===== src/rtl/core/dtus_pkg.sv =====
// Shared types and constants for the date text to Unix seconds converter.
// Used by the front parser, the record queue, the date back end and the top level.
// No dependencies.
`timescale 1ns / 1ps

package dtus_pkg;

    // Part of the date text being parsed
    typedef enum logic [1:0] {
        PART_MONTH,
        PART_DAY,
        PART_YEAR
    } t_part;

    // Kind of leading quote that was stripped
    typedef enum logic [1:0] {
        QUOTE_NONE,
        QUOTE_DOUBLE,
        QUOTE_SINGLE
    } t_quote;

    // Integer conversion phase of the current part
    typedef enum logic [1:0] {
        PH_SKIP,
        PH_SIGN,
        PH_DIGITS,
        PH_STOP
    } t_phase;

    // Back end sequencer states
    typedef enum logic [2:0] {
        B_IDLE,
        B_ADJ,
        B_DIV,
        B_YOE,
        B_DOE,
        B_DAYS,
        B_SEC,
        B_OUT
    } t_bstate;

    // One parsed text, handed from the front to the back
    typedef struct packed {
        logic        ok;
        logic [31:0] month;
        logic [31:0] day;
        logic [31:0] year;
    } t_rec;

    // Queue status seen by both sides
    typedef struct packed {
        logic full;
        logic empty;
    } t_q_stat;

    // Back end status
    typedef struct packed {
        logic idle;
    } t_back_stat;

    // Characters
    localparam logic [7:0] CH_SPACE  = 8'h20;
    localparam logic [7:0] CH_TAB    = 8'h09;
    localparam logic [7:0] CH_CR     = 8'h0D;
    localparam logic [7:0] CH_DQUOTE = 8'h22;
    localparam logic [7:0] CH_SQUOTE = 8'h27;
    localparam logic [7:0] CH_SLASH  = 8'h2F;
    localparam logic [7:0] CH_PLUS   = 8'h2B;
    localparam logic [7:0] CH_MINUS  = 8'h2D;
    localparam logic [7:0] CH_ZERO   = 8'h30;
    localparam logic [7:0] CH_NINE   = 8'h39;

    // Magnitude saturation point of the integer conversion (2^31)
    localparam logic [34:0] MAG_LIMIT = 35'd2147483648;

    // Calendar arithmetic
    localparam logic [16:0] SECS_PER_DAY   = 17'd86400;
    localparam logic [17:0] DAYS_PER_ERA   = 18'd146097;
    localparam logic [19:0] EPOCH_OFFSET   = 20'd719468;
    localparam logic [8:0]  YEARS_PER_ERA  = 9'd400;
    localparam logic [7:0]  MONTH_MUL      = 8'd153;
    localparam logic [8:0]  DAYS_PER_YEAR  = 9'd365;

    // Exact division by 25 of a value below 2^30: (u * RECIP25) >> 35
    localparam logic [30:0] RECIP25        = 31'd1374389535;
    // Bias that keeps the quotient input positive: 25 * 2^24
    localparam logic [29:0] DIV25_BIAS     = 30'd419430400;
    localparam logic [25:0] DIV25_OFFSET   = 26'd16777216;
    // Exact unsigned 32-bit division by 5: (x * RECIP5) >> 34
    localparam logic [31:0] RECIP5         = 32'hCCCCCCCD;

endpackage


===== src/rtl/core/dtus_queue.sv =====
// Short queue of parsed records between the front parser and the back end.
// Uses dtus_pkg for the record and status types.
`timescale 1ns / 1ps

module dtus_queue #(
    parameter int DEPTH = 4
) (
    input  logic               i_clk,
    input  logic               i_rst_n,
    input  logic               i_push,
    input  dtus_pkg::t_rec     i_rec,
    input  logic               i_pop,
    output dtus_pkg::t_rec     o_rec,
    output dtus_pkg::t_q_stat  o_stat
);

    // DEPTH of two or more
    localparam int PW = $clog2(DEPTH);
    localparam int CW = $clog2(DEPTH + 1);

    dtus_pkg::t_rec r_mem [DEPTH];
    logic [PW-1:0]  r_wr;
    logic [PW-1:0]  r_rd;
    logic [CW-1:0]  r_count;

    assign o_rec        = r_mem[r_rd];
    assign o_stat.full  = (r_count == CW'(DEPTH));
    assign o_stat.empty = (r_count == '0);

    // Store a pushed record
    always_ff @(posedge i_clk) begin
        if (i_push) begin
            r_mem[r_wr] <= i_rec;
        end
    end

    // Advance pointers and occupancy
    always_ff @(posedge i_clk) begin
        if (!i_rst_n) begin
            r_wr    <= '0;
            r_rd    <= '0;
            r_count <= '0;
        end else begin
            if (i_push) begin
                r_wr <= (r_wr == PW'(DEPTH - 1)) ? '0 : r_wr + 1'b1;
            end
            if (i_pop) begin
                r_rd <= (r_rd == PW'(DEPTH - 1)) ? '0 : r_rd + 1'b1;
            end
            unique case ({i_push, i_pop})
                2'b10:   r_count <= r_count + 1'b1;
                2'b01:   r_count <= r_count - 1'b1;
                2'b00,
                2'b11:   r_count <= r_count;
            endcase
        end
    end

endmodule


===== config.mk =====
export PLATFORM = sky130hd
export DESIGN_NAME = dtus_queue
export DESIGN_NICKNAME = d
export VERILOG_FILES = /design/src/rtl/core/dtus_pkg.sv /design/src/rtl/core/dtus_queue.sv
export SDC_FILE = /design/constraint.sdc
export NUM_CORES = 1
export LEC_CHECK = 0
export BUFFER_PORTS_ARGS = -buffer_cell sky130_fd_sc_hd__buf_2
export CAP_MARGIN = 20
export CORE_MARGIN = 2
export CORE_UTILIZATION = 30
export DETAILED_ROUTE_END_ITERATION = 16
export SYNTH_ARGS = -nofsm -noshare
export SYNTH_HDL_FRONTEND = slang
export SYNTH_SLANG_ARGS = --single-unit

===== constraint.sdc =====
create_clock -name i_clk -period 3.8 [get_ports i_clk]
set_clock_uncertainty 0.05 [all_clocks]
set_input_delay 0.38 -clock i_clk [delete_from_list [all_inputs] [get_ports i_clk]]
set_output_delay 0.38 -clock i_clk [all_outputs]
set_load 0.005 [all_outputs]

==> out/metrics.yaml <==
run_status:
  status: "complete, no violations"
setup_path:
  crit_required_ps: 3370
  worstPathMaxFanout: 25
  critical_path.endpoint_type: "output pin"
  crit_path_start_kind: "register"
  r2r_cells: 4
  cp.arrival_ps: 2420
  path_class: "reg2out"
logic_synthesis:
  yosysSeqAreaShare_pct: 81.9
  synth_nets: 662
  synth_area_mm2: 0.0144
  netlist_instances: 554
  synthTopCellsByArea: "edfxtp_1 (81%), mux4_2 (15%), dfxtp_1 (1.2%)"
  yosysWarnings: 0
  synth_area_leader_cell: "edfxtp_1"
  ys_types: 24
  synth_top_area_share_pct: 80.6
  syn_area_per_cell_um2: 26.1
  synth_seq_cells: 397
clock_network:
  cts_tree: "done"
  post-cts-setup-buffer-count: 0
  clk_latency_ps: 550
  cts_root_buffer: "clkbuf_16"
  post_cts_resized: 0
  htree_levels: 2
  clkSinkCount: 397
  cts_buffer_depth: 3
  cts_buffers: 42
  cts.clk_slew.worst_paths_ps: 60
final_layout:
  fin_nets: 992
  layout_common_cells: "edfxtp_1 (388), buf_2 (199), mux4_2 (97), dlygate4sd3_1 (97), clkbuf_16 (43)"
  area_delta_synth_final_pct: 28.7
  fillers: 4271
  final_cells: 1532
  drive_above_1_share_pct: 40.6
  final_common_cell: "edfxtp_1"
  post-route-cell-area_mm2: 0.0186
detailed_routing:
  ant_nets: 0
  drc_errors: 0
  via_per_inst: 4.45
  wl_per_cell_um: 19.1
  drt_iter0_drc: 361
  vias: 6825
  routed_wl_mm: 29.2
  firstDrtPassIters: 6
sta:
  timing.slew.headroom_pct: 49.5
  period_minus_slack_ps: 2850
  hold_violations: 0
  fmax_ghz: 0.351
  worstMarginPinSlew_ps: 757
  setup_viol: 0
  hold_slack_ps: 95.0
  setup_slack_ps: 950
  rsz0062_at_grt: "false"
  maxSlewViolCount: 0
  min_period_over_period_pct: 75.0
  tns_ps: 0
floorplanning:
  initial_core_util_pct: 30.3
  coreArea_mm2: 0.0476
  std_cell_rows: 80
  dieArea_mm2: 0.0499
  io-pin-count: 200
  die_x_um: 223
  fp.dieH_um: 223
min_path:
  hold_path.class: "in2reg"
  min_path_cells: 2
placed_design:
  placed_cells_incl_taps: 1358
  placed_cell_area_mm2: 0.0163
  place.gp.congestion: 0.652
  dp_hpwl_mm: 17.1
  pre_cts_slack_ps: 1450
  port_buffers: 199
run:
  drv_cap: 0
global_route:
  overflow: 0
  grt_pass1_vias: 7369
  antenna_found_initial: 4
  grt_max_degree: 62
  track_usage_pct: 11.6
  grt_pass1_wl_mm: 43.7
power:
  p_leak_uw: 0.00624
  powerDensity_mw_per_mm2: 531
  peakVddDrop_v: 0.000372
-- per-layer routing --
layer  routed length, µm  GRT usage [%]
met2               13300           17.9
met5                  41              0
met3                2100           4.10
met4                 798           3.83
met1               13000           15.5
-- cells in the mapped netlist --
| master | instances |
|---|---|
| inv_1 | 6 |
| xnor2_1 | 1 |
| o21a_1 | 1 |
| or3_1 | 1 |
| xor2_1 | 1 |
| nor3_1 | 1 |
| nor3b_1 | 2 |
| a21boi_0 | 1 |
| o21ai_0 | 2 |
| and3_1 | 1 |
| ha_1 | 6 |
| fa_1 | 1 |
| nor2b_1 | 4 |
| nand2_1 | 1 |
| edfxtp_1 | 388 |
| mux4_2 | 97 |
| mux2i_1 | 2 |
| a21oi_1 | 1 |
| clkbuf_1 | 6 |
| dfxtp_1 | 9 |
| buf_6 | 1 |
| and2_1 | 6 |
| buf_8 | 4 |
| buf_2 | 11 |
-- report_power, final --
| part | internal, µW | switching, µW | leakage, µW |
|---|---|---|---|
| Sequential | 4990 | 64.7 | 0.00364 |
| Clock | 2430 | 1600 | 0.000664 |
| Combinational | 418 | 371 | 0.00194 |
| Total | 7840 | 2030 | 0.00624 |
-- sequential cells by signal, indices dropped and copies added (netlist names), named ones only --
register  flops
r_wr          2
r_mem       388
r_rd          2
r_count       3
-- cell type report --
type,instances,area [µm²],area share [%]
Clock inverter,22,231,1.24
Timing Repair Buffer,308,2140,11.5
Inverter,6,22.5,0.121
Clock buffer,54,1130,6.06
Tap cell,615,769,4.14
Multi-Input combinational cell,129,2460,13.2
Antenna cell,1,2.50,0.0135
Sequential cell,397,11800,63.7
-- path summary, 6_finish.rpt --
path                                 start           end  slack (ps)
worst min register to register  r_count[2]    r_count[2]         460
worst max register to register     r_wr[0]  r_mem[0][26]        1720
worst min-delay path               i_rst_n      register          90
worst max-delay path              register     o_rec[88]         950
-- metrics by stage --
stage               util (%)  total power (µW)
floorplan                  -              5520
global placement        34.1              5860
detailed placement      34.1              5880
CTS                     39.0             10000
global route            39.0             10300
finish                  39.0              9870
-- cells by family (layout without fill, tap and decap cells) --
group / Yosys count / in the layout / synth area share [%]
DFF: 397 / 397 / 81.9
AOI/OAI and AO/OA: 5 / 5 / 0.208
other: 0 / 1 / 0
muxes: 99 / 99 / 15.3
buffers and inverters: 28 / 390 / 1.19
xor gates and xnor gates: 2 / 2 / 0.121
adders and majority gates: 7 / 7 / 0.658
and+or+nand+nor: 16 / 16 / 0.684
-- critical path, stage by stage, from the launching register on --
cell	delay, ps
dfxtp_4	690
buf_4	430
mux4_2	570
buf_2	150
-- what timing repair did --
action	CTS	global route
setup endpoints to repair	0	0
hold buffers	97	0
hold endpoints to repair	388	0
(Power assumes the default switching activity.)
