$ cat config.mk
export PLATFORM = sky130hd
export DESIGN_NAME = dtus_back
export DESIGN_NICKNAME = d
export VERILOG_FILES = /design/src/rtl/core/dtus_pkg.sv /design/src/rtl/core/dtus_back.sv
export SDC_FILE = /design/constraint.sdc
export NUM_CORES = 2
export LEC_CHECK = 0
export BUFFER_PORTS_ARGS = -buffer_cell sky130_fd_sc_hd__buf_2
export CORE_MARGIN = 8
export CORE_UTILIZATION = 45
export CTS_CLUSTER_DIAMETER = 50
export DETAILED_ROUTE_END_ITERATION = 6
export PLACE_DENSITY = 0.66
export SYNTH_ARGS = -nofsm -noshare
export SYNTH_HDL_FRONTEND = slang
export SYNTH_SLANG_ARGS = --single-unit
export TNS_END_PERCENT = 5
$ cat constraint.sdc
create_clock -name i_clk -period 10 [get_ports i_clk]
set_input_delay 0 -clock i_clk [delete_from_list [all_inputs] [get_ports i_clk]]
set_output_delay 0 -clock i_clk [all_outputs]
set_load 0.005 [all_outputs]
$ cat src/rtl/core/dtus_pkg.sv
// Shared types and constants for the date text to Unix seconds converter.
// Used by the front parser, the record queue, the date back end and the top level.
// No dependencies.
`timescale 1ns / 1ps

package dtus_pkg;

    // Part of the date text being parsed
    typedef enum logic [1:0] {
        PART_MONTH,
        PART_DAY,
        PART_YEAR
    } t_part;

    // Kind of leading quote that was stripped
    typedef enum logic [1:0] {
        QUOTE_NONE,
        QUOTE_DOUBLE,
        QUOTE_SINGLE
    } t_quote;

    // Integer conversion phase of the current part
    typedef enum logic [1:0] {
        PH_SKIP,
        PH_SIGN,
        PH_DIGITS,
        PH_STOP
    } t_phase;

    // Back end sequencer states
    typedef enum logic [2:0] {
        B_IDLE,
        B_ADJ,
        B_DIV,
        B_YOE,
        B_DOE,
        B_DAYS,
        B_SEC,
        B_OUT
    } t_bstate;

    // One parsed text, handed from the front to the back
    typedef struct packed {
        logic        ok;
        logic [31:0] month;
        logic [31:0] day;
        logic [31:0] year;
    } t_rec;

    // Queue status seen by both sides
    typedef struct packed {
        logic full;
        logic empty;
    } t_q_stat;

    // Back end status
    typedef struct packed {
        logic idle;
    } t_back_stat;

    // Characters
    localparam logic [7:0] CH_SPACE  = 8'h20;
    localparam logic [7:0] CH_TAB    = 8'h09;
    localparam logic [7:0] CH_CR     = 8'h0D;
    localparam logic [7:0] CH_DQUOTE = 8'h22;
    localparam logic [7:0] CH_SQUOTE = 8'h27;
    localparam logic [7:0] CH_SLASH  = 8'h2F;
    localparam logic [7:0] CH_PLUS   = 8'h2B;
    localparam logic [7:0] CH_MINUS  = 8'h2D;
    localparam logic [7:0] CH_ZERO   = 8'h30;
    localparam logic [7:0] CH_NINE   = 8'h39;

    // Magnitude saturation point of the integer conversion (2^31)
    localparam logic [34:0] MAG_LIMIT = 35'd2147483648;

    // Calendar arithmetic
    localparam logic [16:0] SECS_PER_DAY   = 17'd86400;
    localparam logic [17:0] DAYS_PER_ERA   = 18'd146097;
    localparam logic [19:0] EPOCH_OFFSET   = 20'd719468;
    localparam logic [8:0]  YEARS_PER_ERA  = 9'd400;
    localparam logic [7:0]  MONTH_MUL      = 8'd153;
    localparam logic [8:0]  DAYS_PER_YEAR  = 9'd365;

    // Exact division by 25 of a value below 2^30: (u * RECIP25) >> 35
    localparam logic [30:0] RECIP25        = 31'd1374389535;
    // Bias that keeps the quotient input positive: 25 * 2^24
    localparam logic [29:0] DIV25_BIAS     = 30'd419430400;
    localparam logic [25:0] DIV25_OFFSET   = 26'd16777216;
    // Exact unsigned 32-bit division by 5: (x * RECIP5) >> 34
    localparam logic [31:0] RECIP5         = 32'hCCCCCCCD;

endpackage

$ cat src/rtl/core/dtus_back.sv
// Back end: turns a parsed month, day and year into Unix seconds over a short
// sequence of register steps and holds the result. Uses dtus_pkg.
`timescale 1ns / 1ps

module dtus_back (
    input  logic                  i_clk,
    input  logic                  i_rst_n,
    input  dtus_pkg::t_q_stat     i_q_stat,
    input  dtus_pkg::t_rec        i_rec,
    output logic                  o_pop,
    output logic                  o_valid,
    input  logic                  i_ready,
    output logic                  o_ok,
    output logic [56:0]           o_secs,
    output dtus_pkg::t_back_stat  o_stat
);

    dtus_pkg::t_bstate r_state, n_state;

    dtus_pkg::t_rec    r_rec;
    logic [32:0]       r_y;
    logic [29:0]       r_u;
    logic [31:0]       r_prod5;
    logic [25:0]       r_era;
    logic [31:0]       r_q5;
    logic [8:0]        r_yoe;
    logic [31:0]       r_doy;
    logic [43:0]       r_eday;
    logic [31:0]       r_doe;
    logic [44:0]       r_days;
    logic              r_ok;
    logic [56:0]       r_secs;

    logic              w_mle2;
    logic [32:0]       w_y;
    logic [29:0]       w_u;
    logic [31:0]       w_shift;
    logic [31:0]       w_prod5;
    logic [60:0]       w_p25;
    logic [25:0]       w_era;
    logic [63:0]       w_p5;
    logic [32:0]       w_era400;
    logic [8:0]        w_yoe;
    logic [31:0]       w_doy;
    logic [43:0]       w_eday;
    logic [1:0]        w_cent;
    logic [31:0]       w_doe;
    logic [44:0]       w_days;
    logic [56:0]       w_secs;

    // Sequence one record through the arithmetic steps
    always_comb begin
        n_state = r_state;
        o_pop   = 1'b0;
        unique case (r_state)
            dtus_pkg::B_IDLE: begin
                if (!i_q_stat.empty) begin
                    o_pop   = 1'b1;
                    n_state = dtus_pkg::B_ADJ;
                end
            end
            dtus_pkg::B_ADJ:  n_state = dtus_pkg::B_DIV;
            dtus_pkg::B_DIV:  n_state = dtus_pkg::B_YOE;
            dtus_pkg::B_YOE:  n_state = dtus_pkg::B_DOE;
            dtus_pkg::B_DOE:  n_state = dtus_pkg::B_DAYS;
            dtus_pkg::B_DAYS: n_state = dtus_pkg::B_SEC;
            dtus_pkg::B_SEC:  n_state = dtus_pkg::B_OUT;
            dtus_pkg::B_OUT: begin
                if (i_ready) begin
                    n_state = dtus_pkg::B_IDLE;
                end
            end
        endcase
    end

    always_ff @(posedge i_clk) begin
        if (!i_rst_n) begin
            r_state <= dtus_pkg::B_IDLE;
        end else begin
            r_state <= n_state;
        end
    end

    // Year shift into a March-based year, biased for the division by 400
    assign w_mle2  = (r_rec.month <= 32'd2);
    assign w_y     = {r_rec.year[31], r_rec.year} - {32'd0, w_mle2};
    assign w_u     = {w_y[32], w_y[32:4]} + dtus_pkg::DIV25_BIAS;
    assign w_shift = (r_rec.month > 32'd2) ? (r_rec.month - 32'd3)
                                           : (r_rec.month + 32'd9);
    assign w_prod5 = w_shift * {24'd0, dtus_pkg::MONTH_MUL} + 32'd2;

    // Era by reciprocal of 25, day of year by reciprocal of 5
    assign w_p25   = {31'd0, r_u} * {30'd0, dtus_pkg::RECIP25};
    assign w_era   = w_p25[60:35] - dtus_pkg::DIV25_OFFSET;
    assign w_p5    = {32'd0, r_prod5} * {32'd0, dtus_pkg::RECIP5};

    // Year of era, day of year and era days
    assign w_era400 = {{7{r_era[25]}}, r_era} * {24'd0, dtus_pkg::YEARS_PER_ERA};
    assign w_yoe    = r_y[8:0] - w_era400[8:0];
    assign w_doy    = r_q5 + r_rec.day - 32'd1;
    assign w_eday   = {{18{r_era[25]}}, r_era} * {26'd0, dtus_pkg::DAYS_PER_ERA};

    // Day of era; centuries within the era by compare
    assign w_cent = (r_yoe >= 9'd300) ? 2'd3 :
                    (r_yoe >= 9'd200) ? 2'd2 :
                    (r_yoe >= 9'd100) ? 2'd1 : 2'd0;
    assign w_doe  = {23'd0, r_yoe} * {23'd0, dtus_pkg::DAYS_PER_YEAR}
                  + {25'd0, r_yoe[8:2]} - {30'd0, w_cent} + r_doy;

    // Days since the epoch, then seconds
    assign w_days = {r_eday[43], r_eday} + {13'd0, r_doe}
                  - {25'd0, dtus_pkg::EPOCH_OFFSET};
    assign w_secs = {{12{r_days[44]}}, r_days} * {40'd0, dtus_pkg::SECS_PER_DAY};

    // Step registers, loaded in their own state
    always_ff @(posedge i_clk) begin
        if (o_pop) begin
            r_rec <= i_rec;
        end
        if (r_state == dtus_pkg::B_ADJ) begin
            r_y     <= w_y;
            r_u     <= w_u;
            r_prod5 <= w_prod5;
        end
        if (r_state == dtus_pkg::B_DIV) begin
            r_era <= w_era;
            r_q5  <= {2'd0, w_p5[63:34]};
        end
        if (r_state == dtus_pkg::B_YOE) begin
            r_yoe  <= w_yoe;
            r_doy  <= w_doy;
            r_eday <= w_eday;
        end
        if (r_state == dtus_pkg::B_DOE) begin
            r_doe <= w_doe;
        end
        if (r_state == dtus_pkg::B_DAYS) begin
            r_days <= w_days;
        end
        if (r_state == dtus_pkg::B_SEC) begin
            r_ok   <= r_rec.ok;
            r_secs <= r_rec.ok ? w_secs : 57'd0;
        end
    end

    assign o_valid     = (r_state == dtus_pkg::B_OUT);
    assign o_ok        = r_ok;
    assign o_secs      = r_secs;
    assign o_stat.idle = (r_state == dtus_pkg::B_IDLE);

endmodule

==> summary by stage <==
Worst setup path
The required time at the worst-slack endpoint is 10.44 ns. The slowest cell on the critical path is inv_1. Tracing the worst setup path back leads to its startpoint at r_rec[64]. The startpoint identified for the worst register-to-register timing path is r_rec[64]. STA classifies the critical path endpoint as a register.

The arrival time at the worst endpoint is 9.43 ns. The largest single stage delay on the critical path is 0.59 ns. The worst register-to-register path ends at r_prod5[30]. The logic depth of the worst register-to-register path is 35. The critical path startpoint category is a register. In this run the worst setup path terminates at r_prod5[30]. The critical path is of the register to register type.

In this run the register-to-register setup slack is 1.01 ns. In this run the worst path has a maximum fanout of 28.

Synthesis
The library cell occupying the most area in the post-synthesis netlist is fa_1. The number of storage elements in the synthesis netlist is 435. The xor-xnor portion of the synthesized cell area is 4.22%. The async set or reset register ratio after synthesis is 0%.

The commonest cells after synthesis are 2288 x inv_1, 1415 x ha_1, 1129 x fa_1, 432 x edfxtp_1, 301 x a21oi_1. The count of yosys warnings during synthesis is 0. The average instance area after synthesis is 10.2 µm². The number of synthesized flops with an enable pin is 432. Among all flip-flop cells after synthesis, the most frequent one is edfxtp_1. The distinct cell type count after synthesis is 92. After Yosys synthesis, and, or, nand and nor cells account for 5.28% of the synthesized area. Counting every instance in the synthesized netlist gives 7417. The mux share of post-synthesis cell area is 0.0811%. The area share of the largest cell type after synthesis is 29.9%. The fraction of the mapped netlist area in compound gates is 8.22%.

After synthesis, the largest family of logic cells by area is adder cells. The synthesized netlist devotes 53.3% of its cell area to adder and majority cells. By instance count, the leading cell after synthesis is inv_1. After synthesis, the cell types taking the most area are fa_1 30%, ha_1 23%, edfxtp_1 17%. After synthesis the cells add up to 75600 µm².

Sequential cells were found to cover 17.2% of the synthesized design area.

Clocking
In this run the deepest clock path goes through 3 buffers. The maximum level of the CTS H-tree is 3. The number of resized instances in the post-cts repair step is 0. Clock-pin slew was measured on the worst setup and hold paths at 0.05 ns. The number of buffers added by the clock tree synthesis step is 73.

The clock drives 435 sinks. After clock tree synthesis, the setup repair step added 0 buffers. The root buffer cell is clkbuf_16. TritonCTS built the clock tree. The later pin in the worst-skew pair is clocked with a latency of 0.70 ns. The count of hold-fix buffers inserted at cts is 197.

Die
The die boundary height is 426 µm. The floorplan step defined a die boundary enclosing 181000 µm². In this run the standard cell core region covers 167000 µm². The number of primary I/O pins is 163. The standard-cell row count is 150. The initial utilization of the core area, before any placement, comes to 45.3%. In this run the horizontal extent of the chip is 426 µm.

Routing
The detail-routed via count per cell is 5.01. The number of DRC markers after the initial detailed-route iteration is 2866. After detailed routing, the number of remaining DRC violations is 0. The count of TritonRoute iterations in the first routing pass is 6. The total wire length after detailed routing is 181000 µm.

The residual antenna-violating net count after detailed routing is 0. For this block, the via count after detailed routing is 50500. The routed length per placed instance is 18.0 µm.

Global route
The number of antenna violations at the first check in global routing came to 1. The via count of the first global-routing pass is 54800. The first global-routing pass estimated 293000 µm of wire. Global routing finished with a remaining overflow of 0. The pin count of the biggest net entering global routing is 62. The overall routing resource usage is 20.3%.

STA
Setup slack closes at 1.01 ns. The measured slew at the worst slew-check pin is 0.919 ns. The smallest clock period supported by the final layout is computed as 8.99 ns. The total negative setup slack is 0 ns.

The max-slew headroom at the worst pin is 37.2%. For the final database, setup skew stands at 0.0334 ns. Setup violations remaining at the end of the flow were counted as 0. Setup repair after global routing left no endpoint under its margin. The count of endpoints failing hold in the final timing report was 0.

The max-slew violation count is 0. The maximum operating frequency is 0.111 GHz. Dividing the final minimum period by the clock period gives 89.9%.

Job
The reported max-cap violation count is 0.

Run status
The flow ran to the end, and the final reports show no timing, DRC or antenna violations.

Layout
The final cell utilization of the core is 50.1%. The layout filler cell count is 15100. Summing all non-filler instances in the final layout gives an area of 83700 µm². The share of cells above drive strength 1 is 4.36%. The number of nets in the layout is 10500. Relative to the synthesized area, the layout overhead comes to 10.7%.

Placed design
In this run the cell area measured after placement is 79100 µm². The post-DP HPWL is 158000 µm. During placement, the flow inserted port buffers numbering 154. The worst setup slack before clock tree synthesis is 1.03 ns. The final weighted congestion of routability-driven global placement is 0.974.

Hold path
The worst hold path belongs to the class primary input to register.
-- cell families after synthesis --
logic type / Yosys count
buffers and inverters: 2334
AND/OR/NAND/NOR: 782
other: 1
AO/OA/AOI/OAI: 952
adder cells (fa/ha/maj): 2544
XOR/XNOR: 363
multiplexers: 6
flip-flops: 435
-- worst min-delay path by stage --
stage	from	end	slack, ns	cells after the start
floorplan	i_rec[0]	r_rec[0]	0.1	0
global placement	i_rec[68]	r_rec[68]	0.18	1
detailed placement	i_rec[31]	r_rec[31]	0.18	1
CTS	i_rst_n	r_state[2]	0.04	3
global route	i_q_stat[0]	r_rec[96]	0.07	3
finish	i_q_stat[0]	r_rec[96]	0.09	3
-- metrics by stage --
stage               cells  hold WS, ns
floorplan            7423       0.0989
global placement     9755        0.176
detailed placement   9755        0.178
CTS                 10100       0.0375
global route        10100       0.0720
finish              10100       0.0940
-- registers in the layout (all words and copies together), names as in the netlist, 26 cells and up --
signal and cells:
r_doe 32, r_q5 30, r_doy 32, r_prod5 32, r_u 26, o_secs 50
r_era 26, r_eday 44, r_rec 97, r_days 45
-- layout by cell type, fill, tap and decap left out, types with 113 or more instances in the layout --
cell / instances
ha_1: 1415
edfxtp_1: 432
dlygate4sd3_1: 197
a21oi_1: 301
a21o_1: 172
inv_1: 2288
xnor2_1: 249
buf_2: 154
o21ai_0: 146
nor2_1: 169
xor2_1: 113
nand2_1: 163
fa_1: 1129
-- routing by layer --
layer | wire [µm] | track usage (%)
met5 | 0 | 0
met4 | 6540 | 6.89
met3 | 6900 | 2.56
met2 | 90800 | 36.7
met1 | 77100 | 25.1
-- worst max-delay path, delay by kind of cell, from the launching register on --
family          cells  cell delay, ns
compound gates     16            3.36
xor+xnor            2            0.36
fa+ha+maj           7            2.66
buf+inv             5            0.96
flops               1            0.46
simple gates        5            0.92
-- layout make-up --
cell class                 instances  area (µm²)  area share [%]
sequential                       435       13000            15.6
clock inverter                    56         717           0.857
antenna                            2        5.00         0.00598
multi-input combinational       4654       53800            64.3
timing repair buffer             370        2890            3.45
inverter                        2289        8590            10.3
tap                             2204        2760            3.30
clock buffer                      78        1850            2.21
Power is left out: the tool's default activity adds up to more than one toggle a clock period on the data nets, which glitch-free logic cannot reach.
