### src/rtl/core/dtus_pkg.sv
// Shared types and constants for the date text to Unix seconds converter.
// Used by the front parser, the record queue, the date back end and the top level.
// No dependencies.
`timescale 1ns / 1ps

package dtus_pkg;

    // Part of the date text being parsed
    typedef enum logic [1:0] {
        PART_MONTH,
        PART_DAY,
        PART_YEAR
    } t_part;

    // Kind of leading quote that was stripped
    typedef enum logic [1:0] {
        QUOTE_NONE,
        QUOTE_DOUBLE,
        QUOTE_SINGLE
    } t_quote;

    // Integer conversion phase of the current part
    typedef enum logic [1:0] {
        PH_SKIP,
        PH_SIGN,
        PH_DIGITS,
        PH_STOP
    } t_phase;

    // Back end sequencer states
    typedef enum logic [2:0] {
        B_IDLE,
        B_ADJ,
        B_DIV,
        B_YOE,
        B_DOE,
        B_DAYS,
        B_SEC,
        B_OUT
    } t_bstate;

    // One parsed text, handed from the front to the back
    typedef struct packed {
        logic        ok;
        logic [31:0] month;
        logic [31:0] day;
        logic [31:0] year;
    } t_rec;

    // Queue status seen by both sides
    typedef struct packed {
        logic full;
        logic empty;
    } t_q_stat;

    // Back end status
    typedef struct packed {
        logic idle;
    } t_back_stat;

    // Characters
    localparam logic [7:0] CH_SPACE  = 8'h20;
    localparam logic [7:0] CH_TAB    = 8'h09;
    localparam logic [7:0] CH_CR     = 8'h0D;
    localparam logic [7:0] CH_DQUOTE = 8'h22;
    localparam logic [7:0] CH_SQUOTE = 8'h27;
    localparam logic [7:0] CH_SLASH  = 8'h2F;
    localparam logic [7:0] CH_PLUS   = 8'h2B;
    localparam logic [7:0] CH_MINUS  = 8'h2D;
    localparam logic [7:0] CH_ZERO   = 8'h30;
    localparam logic [7:0] CH_NINE   = 8'h39;

    // Magnitude saturation point of the integer conversion (2^31)
    localparam logic [34:0] MAG_LIMIT = 35'd2147483648;

    // Calendar arithmetic
    localparam logic [16:0] SECS_PER_DAY   = 17'd86400;
    localparam logic [17:0] DAYS_PER_ERA   = 18'd146097;
    localparam logic [19:0] EPOCH_OFFSET   = 20'd719468;
    localparam logic [8:0]  YEARS_PER_ERA  = 9'd400;
    localparam logic [7:0]  MONTH_MUL      = 8'd153;
    localparam logic [8:0]  DAYS_PER_YEAR  = 9'd365;

    // Exact division by 25 of a value below 2^30: (u * RECIP25) >> 35
    localparam logic [30:0] RECIP25        = 31'd1374389535;
    // Bias that keeps the quotient input positive: 25 * 2^24
    localparam logic [29:0] DIV25_BIAS     = 30'd419430400;
    localparam logic [25:0] DIV25_OFFSET   = 26'd16777216;
    // Exact unsigned 32-bit division by 5: (x * RECIP5) >> 34
    localparam logic [31:0] RECIP5         = 32'hCCCCCCCD;

endpackage

### src/rtl/core/dtus_front.sv
// Front parser: takes one character a cycle unless the queue is full, trims,
// strips quotes, splits and converts the three parts, pushes one record per text. Uses dtus_pkg.
`timescale 1ns / 1ps

module dtus_front (
    input  logic               i_clk,
    input  logic               i_rst_n,
    input  logic               i_valid,
    input  logic [7:0]         i_ch,
    input  logic               i_last,
    output logic               o_ready,
    input  dtus_pkg::t_q_stat  i_q_stat,
    output logic               o_push,
    output dtus_pkg::t_rec     o_rec
);

    typedef struct packed {
        logic        ok;
        logic [31:0] val;
    } t_fin;

    // Whitespace test: space, TAB, LF, VT, FF, CR
    function automatic logic is_ws(input logic [7:0] c);
        return (c == dtus_pkg::CH_SPACE) ||
               (c >= dtus_pkg::CH_TAB && c <= dtus_pkg::CH_CR);
    endfunction

    // Check a finished part and give its 32-bit pattern
    function automatic t_fin finish_num(
        input logic              failed,
        input dtus_pkg::t_phase  ph,
        input logic              ovf,
        input logic              neg,
        input logic [31:0]       mag
    );
        t_fin f;
        f.ok  = !failed && !ovf &&
                (ph == dtus_pkg::PH_DIGITS || ph == dtus_pkg::PH_STOP);
        f.val = neg ? (32'd0 - mag) : mag;
        // positive values stop at 2^31 - 1
        if (!neg && mag[31]) begin
            f.ok = 1'b0;
        end
        return f;
    endfunction

    dtus_pkg::t_part  r_part, n_part;
    logic             r_seen, n_seen;
    dtus_pkg::t_quote r_quote, n_quote;
    logic [7:0]       r_last_ns, n_last_ns;
    dtus_pkg::t_phase r_phase, n_phase;
    logic             r_neg, n_neg;
    logic [31:0]      r_mag, n_mag;
    logic             r_ovf, n_ovf;
    logic             r_failed, n_failed;
    logic [31:0]      r_month, n_month;
    logic [31:0]      r_day, n_day;
    logic [1:0]       r_parts_ok, n_parts_ok;

    logic             w_accept;
    logic             w_ws;
    logic             w_digit;
    logic             w_consumed;
    logic [34:0]      w_v;
    t_fin             w_fin_slash;
    t_fin             w_fin_end;

    assign o_ready  = !i_q_stat.full;
    assign w_accept = i_valid && o_ready;
    assign o_push   = w_accept && i_last;

    // Next parse state for the current character, and the record it would close
    always_comb begin
        n_part      = r_part;
        n_seen      = r_seen;
        n_quote     = r_quote;
        n_last_ns   = r_last_ns;
        n_phase     = r_phase;
        n_neg       = r_neg;
        n_mag       = r_mag;
        n_ovf       = r_ovf;
        n_failed    = r_failed;
        n_month     = r_month;
        n_day       = r_day;
        n_parts_ok  = r_parts_ok;
        w_consumed  = 1'b0;

        w_ws        = is_ws(i_ch);
        w_digit     = (i_ch >= dtus_pkg::CH_ZERO) && (i_ch <= dtus_pkg::CH_NINE);
        w_v         = {3'd0, r_mag} * 35'd10 + {31'd0, i_ch[3:0]};
        w_fin_slash = finish_num(r_failed, r_phase, r_ovf, r_neg, r_mag);

        // Track the first and last non-space characters; strip a leading quote
        if (!w_ws) begin
            if (!r_seen) begin
                n_seen = 1'b1;
                if (i_ch == dtus_pkg::CH_DQUOTE) begin
                    n_quote    = dtus_pkg::QUOTE_DOUBLE;
                    w_consumed = 1'b1;
                end else if (i_ch == dtus_pkg::CH_SQUOTE) begin
                    n_quote    = dtus_pkg::QUOTE_SINGLE;
                    w_consumed = 1'b1;
                end
            end
            n_last_ns = i_ch;
        end

        if (!w_consumed) begin
            if (r_part != dtus_pkg::PART_YEAR && i_ch == dtus_pkg::CH_SLASH) begin
                // Close the month or day part and start the next
                if (w_fin_slash.ok) begin
                    if (r_part == dtus_pkg::PART_MONTH) begin
                        n_month = w_fin_slash.val;
                    end else begin
                        n_day = w_fin_slash.val;
                    end
                    n_parts_ok = r_parts_ok + 2'd1;
                end
                n_part   = (r_part == dtus_pkg::PART_MONTH) ? dtus_pkg::PART_DAY
                                                            : dtus_pkg::PART_YEAR;
                n_phase  = dtus_pkg::PH_SKIP;
                n_neg    = 1'b0;
                n_mag    = 32'd0;
                n_ovf    = 1'b0;
                n_failed = 1'b0;
            end else if (!r_failed) begin
                // Advance the integer conversion
                unique case (r_phase)
                    dtus_pkg::PH_SKIP: begin
                        if (w_ws) begin
                            n_phase = dtus_pkg::PH_SKIP;
                        end else if (i_ch == dtus_pkg::CH_PLUS ||
                                     i_ch == dtus_pkg::CH_MINUS) begin
                            n_neg   = (i_ch == dtus_pkg::CH_MINUS);
                            n_phase = dtus_pkg::PH_SIGN;
                        end else if (w_digit) begin
                            n_phase = dtus_pkg::PH_DIGITS;
                        end else begin
                            n_failed = 1'b1;
                        end
                    end
                    dtus_pkg::PH_SIGN: begin
                        if (w_digit) begin
                            n_phase = dtus_pkg::PH_DIGITS;
                        end else begin
                            n_failed = 1'b1;
                        end
                    end
                    dtus_pkg::PH_DIGITS: begin
                        if (!w_digit) begin
                            n_phase = dtus_pkg::PH_STOP;
                        end
                    end
                    dtus_pkg::PH_STOP: begin
                        n_phase = dtus_pkg::PH_STOP;
                    end
                endcase
                // Take the digit, saturating at 2^31
                if (w_digit && r_phase != dtus_pkg::PH_STOP) begin
                    if (w_v > dtus_pkg::MAG_LIMIT) begin
                        n_ovf = 1'b1;
                        n_mag = 32'h8000_0000;
                    end else begin
                        n_mag = w_v[31:0];
                    end
                end
            end
        end

        // Record closed by a final character
        w_fin_end    = finish_num(n_failed, n_phase, n_ovf, n_neg, n_mag);
        o_rec.ok     = w_fin_end.ok &&
                       (n_part == dtus_pkg::PART_YEAR) && (n_parts_ok == 2'd2) &&
                       !(n_quote == dtus_pkg::QUOTE_DOUBLE &&
                         n_last_ns != dtus_pkg::CH_DQUOTE) &&
                       !(n_quote == dtus_pkg::QUOTE_SINGLE &&
                         n_last_ns != dtus_pkg::CH_SQUOTE);
        o_rec.month  = n_month;
        o_rec.day    = n_day;
        o_rec.year   = w_fin_end.val;
    end

    // Parse state: advance on each request, clear after the final character
    always_ff @(posedge i_clk) begin
        if (!i_rst_n || (w_accept && i_last)) begin
            r_part     <= dtus_pkg::PART_MONTH;
            r_seen     <= 1'b0;
            r_quote    <= dtus_pkg::QUOTE_NONE;
            r_last_ns  <= 8'd0;
            r_phase    <= dtus_pkg::PH_SKIP;
            r_neg      <= 1'b0;
            r_mag      <= 32'd0;
            r_ovf      <= 1'b0;
            r_failed   <= 1'b0;
            r_month    <= 32'd0;
            r_day      <= 32'd0;
            r_parts_ok <= 2'd0;
        end else if (w_accept) begin
            r_part     <= n_part;
            r_seen     <= n_seen;
            r_quote    <= n_quote;
            r_last_ns  <= n_last_ns;
            r_phase    <= n_phase;
            r_neg      <= n_neg;
            r_mag      <= n_mag;
            r_ovf      <= n_ovf;
            r_failed   <= n_failed;
            r_month    <= n_month;
            r_day      <= n_day;
            r_parts_ok <= n_parts_ok;
        end
    end

endmodule

### config.mk
export PLATFORM = sky130hd
export DESIGN_NAME = dtus_front
export DESIGN_NICKNAME = d
export VERILOG_FILES = /design/src/rtl/core/dtus_pkg.sv /design/src/rtl/core/dtus_front.sv
export SDC_FILE = /design/constraint.sdc
export NUM_CORES = 1
export LEC_CHECK = 0
export BUFFER_PORTS_ARGS = -buffer_cell sky130_fd_sc_hd__buf_2
export CAP_MARGIN = 20
export CORE_ASPECT_RATIO = 0.75
export CORE_MARGIN = 3
export CORE_UTILIZATION = 44
export CTS_CLUSTER_DIAMETER = 50
export CTS_CLUSTER_SIZE = 30
export DETAILED_ROUTE_END_ITERATION = 10
export PLACE_DENSITY_LB_ADDON = 0.12
export RECOVER_POWER = 100
export SLEW_MARGIN = 20
export SYNTH_ARGS = -nofsm -noshare
export SYNTH_HDL_FRONTEND = slang
export SYNTH_SLANG_ARGS = --single-unit
export TNS_END_PERCENT = 10
### constraint.sdc
create_clock -name i_clk -period 21.3 [get_ports i_clk]
set_input_delay 3.195 -clock i_clk [delete_from_list [all_inputs] [get_ports i_clk]]
set_output_delay 3.195 -clock i_clk [all_outputs]
set_load 0.01 [all_outputs]
==> impl_results.md <==
- N_diodes: 0
- Port bufs: 111
- Final nets: 1,614
- Yosys top cell area share: 21.6%
- DR DRC count: 0
- Syn_nets: 1,573
- Setup ws final: 7.31 ns
- Max stage delay cell, worst path: nor3_1
- Setup Buffers After CTS: 0
- RSZ-0062 raised after global routing: false
- Crit end category: output pin
- Post-synth cell types: 86
- Overall routing resource usage: 25.6%
- Synth area leader: dfxtp_1
- Crit path launch: i_ch[1]
- Setup violations, final: 0
- Worst vdd ir: 0.0562 mV
- Crit Path Category: in2out
- WL per Instance: 18.6 um
- Status: finished with violations
- Top FF cell, synth: dfxtp_1
- Fin crit share: 65.7%
- Reg2Reg Setup Slack: 12.62 ns
- Hold depth: 2
- Routed WL: 34,800 um
- R2R Path End: r_mag[24]
- Synthesized area: 0.0107 sq mm
- Top Ports: 113
- Clk_lat worst skew: 0.42 ns
- Cell Chain, Critical Path: clkbuf_1, ha_1, fa_1, a21o_1, nor3b_1, nand4_1, nor4_1, nand2_1, nor4_1, mux2i_1, o21ai_0, nand2_1, nor2_1, a22oi_1, ha_1, o21ai_0, a21oi_1, o31ai_1, nor3_1, a31oi_1, xnor2_1, clkbuf_1
- Core area: 0.0235 sq mm
- Post-CTS Hold Buffers: 0
- Initial DRT Pass Iterations: 5
- Layout cells sized above 1: 7.38%
- Post-Place Worst Slack: 8.05 ns
- Die area: 0.0264 sq mm
- Htree depth: 4
- Main area contributors after synthesis: dfxtp_1 22%, a21oi_1 9.0%, ha_1 7.6%, nand2_1 7.0%, nor2_1 6.0%
- Largest net degree at the start of global routing: 70
- Critical Path Sink: o_rec[22]
- CTS resizes: 0
- Worst path max stage delay: 0.95 ns
- Fin. Hold Viols: 0
- Root Buffer Master: clkbuf_16
- Req. time, crit path: 18.11 ns
- Vias in the first global route: 9,868
- Die H: 141 um
- Register bit total from synthesis: 116
- YS warnings: 0
- Hpwl dp: 25,900 um
- Max-cap violations: 7
- Setup TNS: 0 ns
- Violated checks: capacitance limit, slew limit
- Vias/cell: 6.04
- DR vias: 11,298
- CTS tree: built
- First-pass GRT wire length: 55,200 um
- Num Clock Sinks: 116
- Top delay family on crit path: simple AND/OR/NAND/NOR gates
- Synth Instances: 1,492
- Startpoint class of the critical path: input pin
- R2r worst-path depth: 18
- Static Leak: 4.49 nW
- Crit path depth: 22
- Max_slew headroom: -125%
- Initial antenna violation count: 0
- Final Skew: 0.00909 ns
- Die Wd: 186 um
- GRT overflow: 0
- Slew @ Worst Pin: 3.37 ns
- Sequential-to-total area share from yosys stat: 21.6%
- Worst Hold Class: reg2reg
- Final Max Tran Viols: 376
- CTS max path bufs: 2
- Post-synthesis async set-or-reset flop share: 0%
- Mean post-synth cell area: 7.20 sq um
- Area Growth Syn to Fin: 9.39%
- Starting DRT DRC Count: 1,223
- Worst EP arrival: 10.79 ns
- Number of synthesized flops with an enable pin: 0
- Pwr Density: 45.7 mW/mm^2
- Routed Antenna Nets: 0
- GP Congestion: 0.915
- Worst r2r src: r_mag[1]
- Worst Path Max Fanout: 10
- Inserted Clock Buffers: 17
- Clk pin slew, worst setup/hold paths: 0.05 ns
- Final Util: 50.1%
- Final min period: 13.99 ns
- Row count: 48
- Initial Util: 45.8%
- FMAX: 71.5 MHz
- Buf/Inv on CP: 2
==> cell usage in the layout, fill, tap and decap left out, types with 7 or more instances in the layout <==
cell	n
ha_1	65
and3_1	11
nor3_1	37
xnor2_1	62
nor2_1	170
a21oi_1	194
and2_1	9
or2_2	10
dfxtp_1	116
and4_1	7
a22oi_1	44
o21ai_0	48
clkbuf_16	17
clkbuf_1	102
a22oi_2	10
nand3_1	24
nor2_2	21
o211ai_1	9
nor2b_1	9
a21o_1	12
a211oi_1	12
xor2_1	53
nand2b_1	17
or3_1	16
a31oi_1	22
inv_1	20
buf_2	16
a41oi_1	7
nand2_1	200
o31ai_1	20
mux2i_1	18
nand4_1	20
nor4_1	15
buf_4	8
==> logic make-up (layout without fill, tap and decap cells) <==
logic type,count (synthesis),in the layout,synth area share [%]
flip-flops,116,116,21.6
buffers and inverters,123,176,5.03
adder cells (fa/ha/maj),67,67,7.94
multiplexers,20,20,1.89
XOR/XNOR,115,115,9.37
AO/OA/AOI/OAI,459,459,28.3
AND/OR/NAND/NOR,592,592,25.8
==> tightest hold or removal path, delay by kind of cell, from the launching register on <==
kind	cells	cell delay (ns)
AOI/OAI and AO/OA	1	0.05
and+or+nand+nor	1	0.05
DFF	1	0.30
==> synthesized netlist by cell type, types with 11 or more instances <==
cell type  count
mux2i_1       18
nand2_1      201
dfxtp_1      116
a22oi_2       21
buf_2         13
a21oi_1      194
clkbuf_1      75
a211oi_1      12
o31ai_1       19
o21ai_0       48
and3_1        11
xnor2_1       62
nand2b_1      17
ha_1          65
nand3_1       24
nor3_1        37
nor4_1        15
xor2_1        53
or3_1         16
nor2_2        21
a21o_1        12
a31oi_1       22
nor2_1       171
nand4_1       20
a22oi_1       33
inv_1         20
==> registers in the layout (all words and copies together) (netlist names) <==
name,cells
r_ovf,1
r_quote,2
r_phase,2
r_day,32
r_neg,1
r_parts_ok,2
r_last_ns,8
r_part,2
r_mag,32
r_seen,1
r_month,32
r_failed,1
==> power by group <==
part	internal [mW]	switching [mW]
logic	0.00715	0.0217
clock network	0.183	0.105
registers	0.218	0.00100
==> worst min path at each step <==
stage	start	to	slack (ns)
final	r_month[21]	r_month[21]	0.45
after global routing	r_month[12]	r_month[12]	0.47
after CTS	r_day[13]	r_day[13]	0.45
after detailed placement	r_day[18]	r_day[18]	0.45
after global placement	r_day[31]	r_day[31]	0.44
after floorplan	r_day[10]	r_day[10]	0.44
==> metal layers <==
| layer | vias up | global-route usage, % | part of all wire [%] |
|---|---|---|---|
| li1 | 5493 | - | - |
| met1 | 5333 | 40.1 | 50 |
| met2 | 453 | 37.4 | 42 |
| met3 | 19 | 3.78 | 7.4 |
| met4 | 0 | 4.21 | 0.74 |
| met5 | - | 0 | 0 |
==> stage by stage <==
step / power (mW) / std cells / hold WS, ns / instance area, sq um
after floorplan: 0.244 / 1492 / 0.437 / 10700
after global placement: 0.253 / 1839 / 0.441 / 11400
after detailed placement: 0.253 / 1839 / 0.447 / 11400
after CTS: 0.540 / 1870 / 0.455 / 12000
after global routing: 0.553 / 1870 / 0.472 / 11800
final: 0.537 / 1870 / 0.454 / 11800
==> cell type report <==
class,count,area [sq um]
Clock buffer,22,484
Multi-Input combinational cell,1253,7840
Tap cell,325,407
Fill cell,2438,11700
Sequential cell,116,2320
Clock inverter,9,103
Timing Repair Buffer,125,519
Inverter,20,75.1
(Power assumes the default switching activity.)
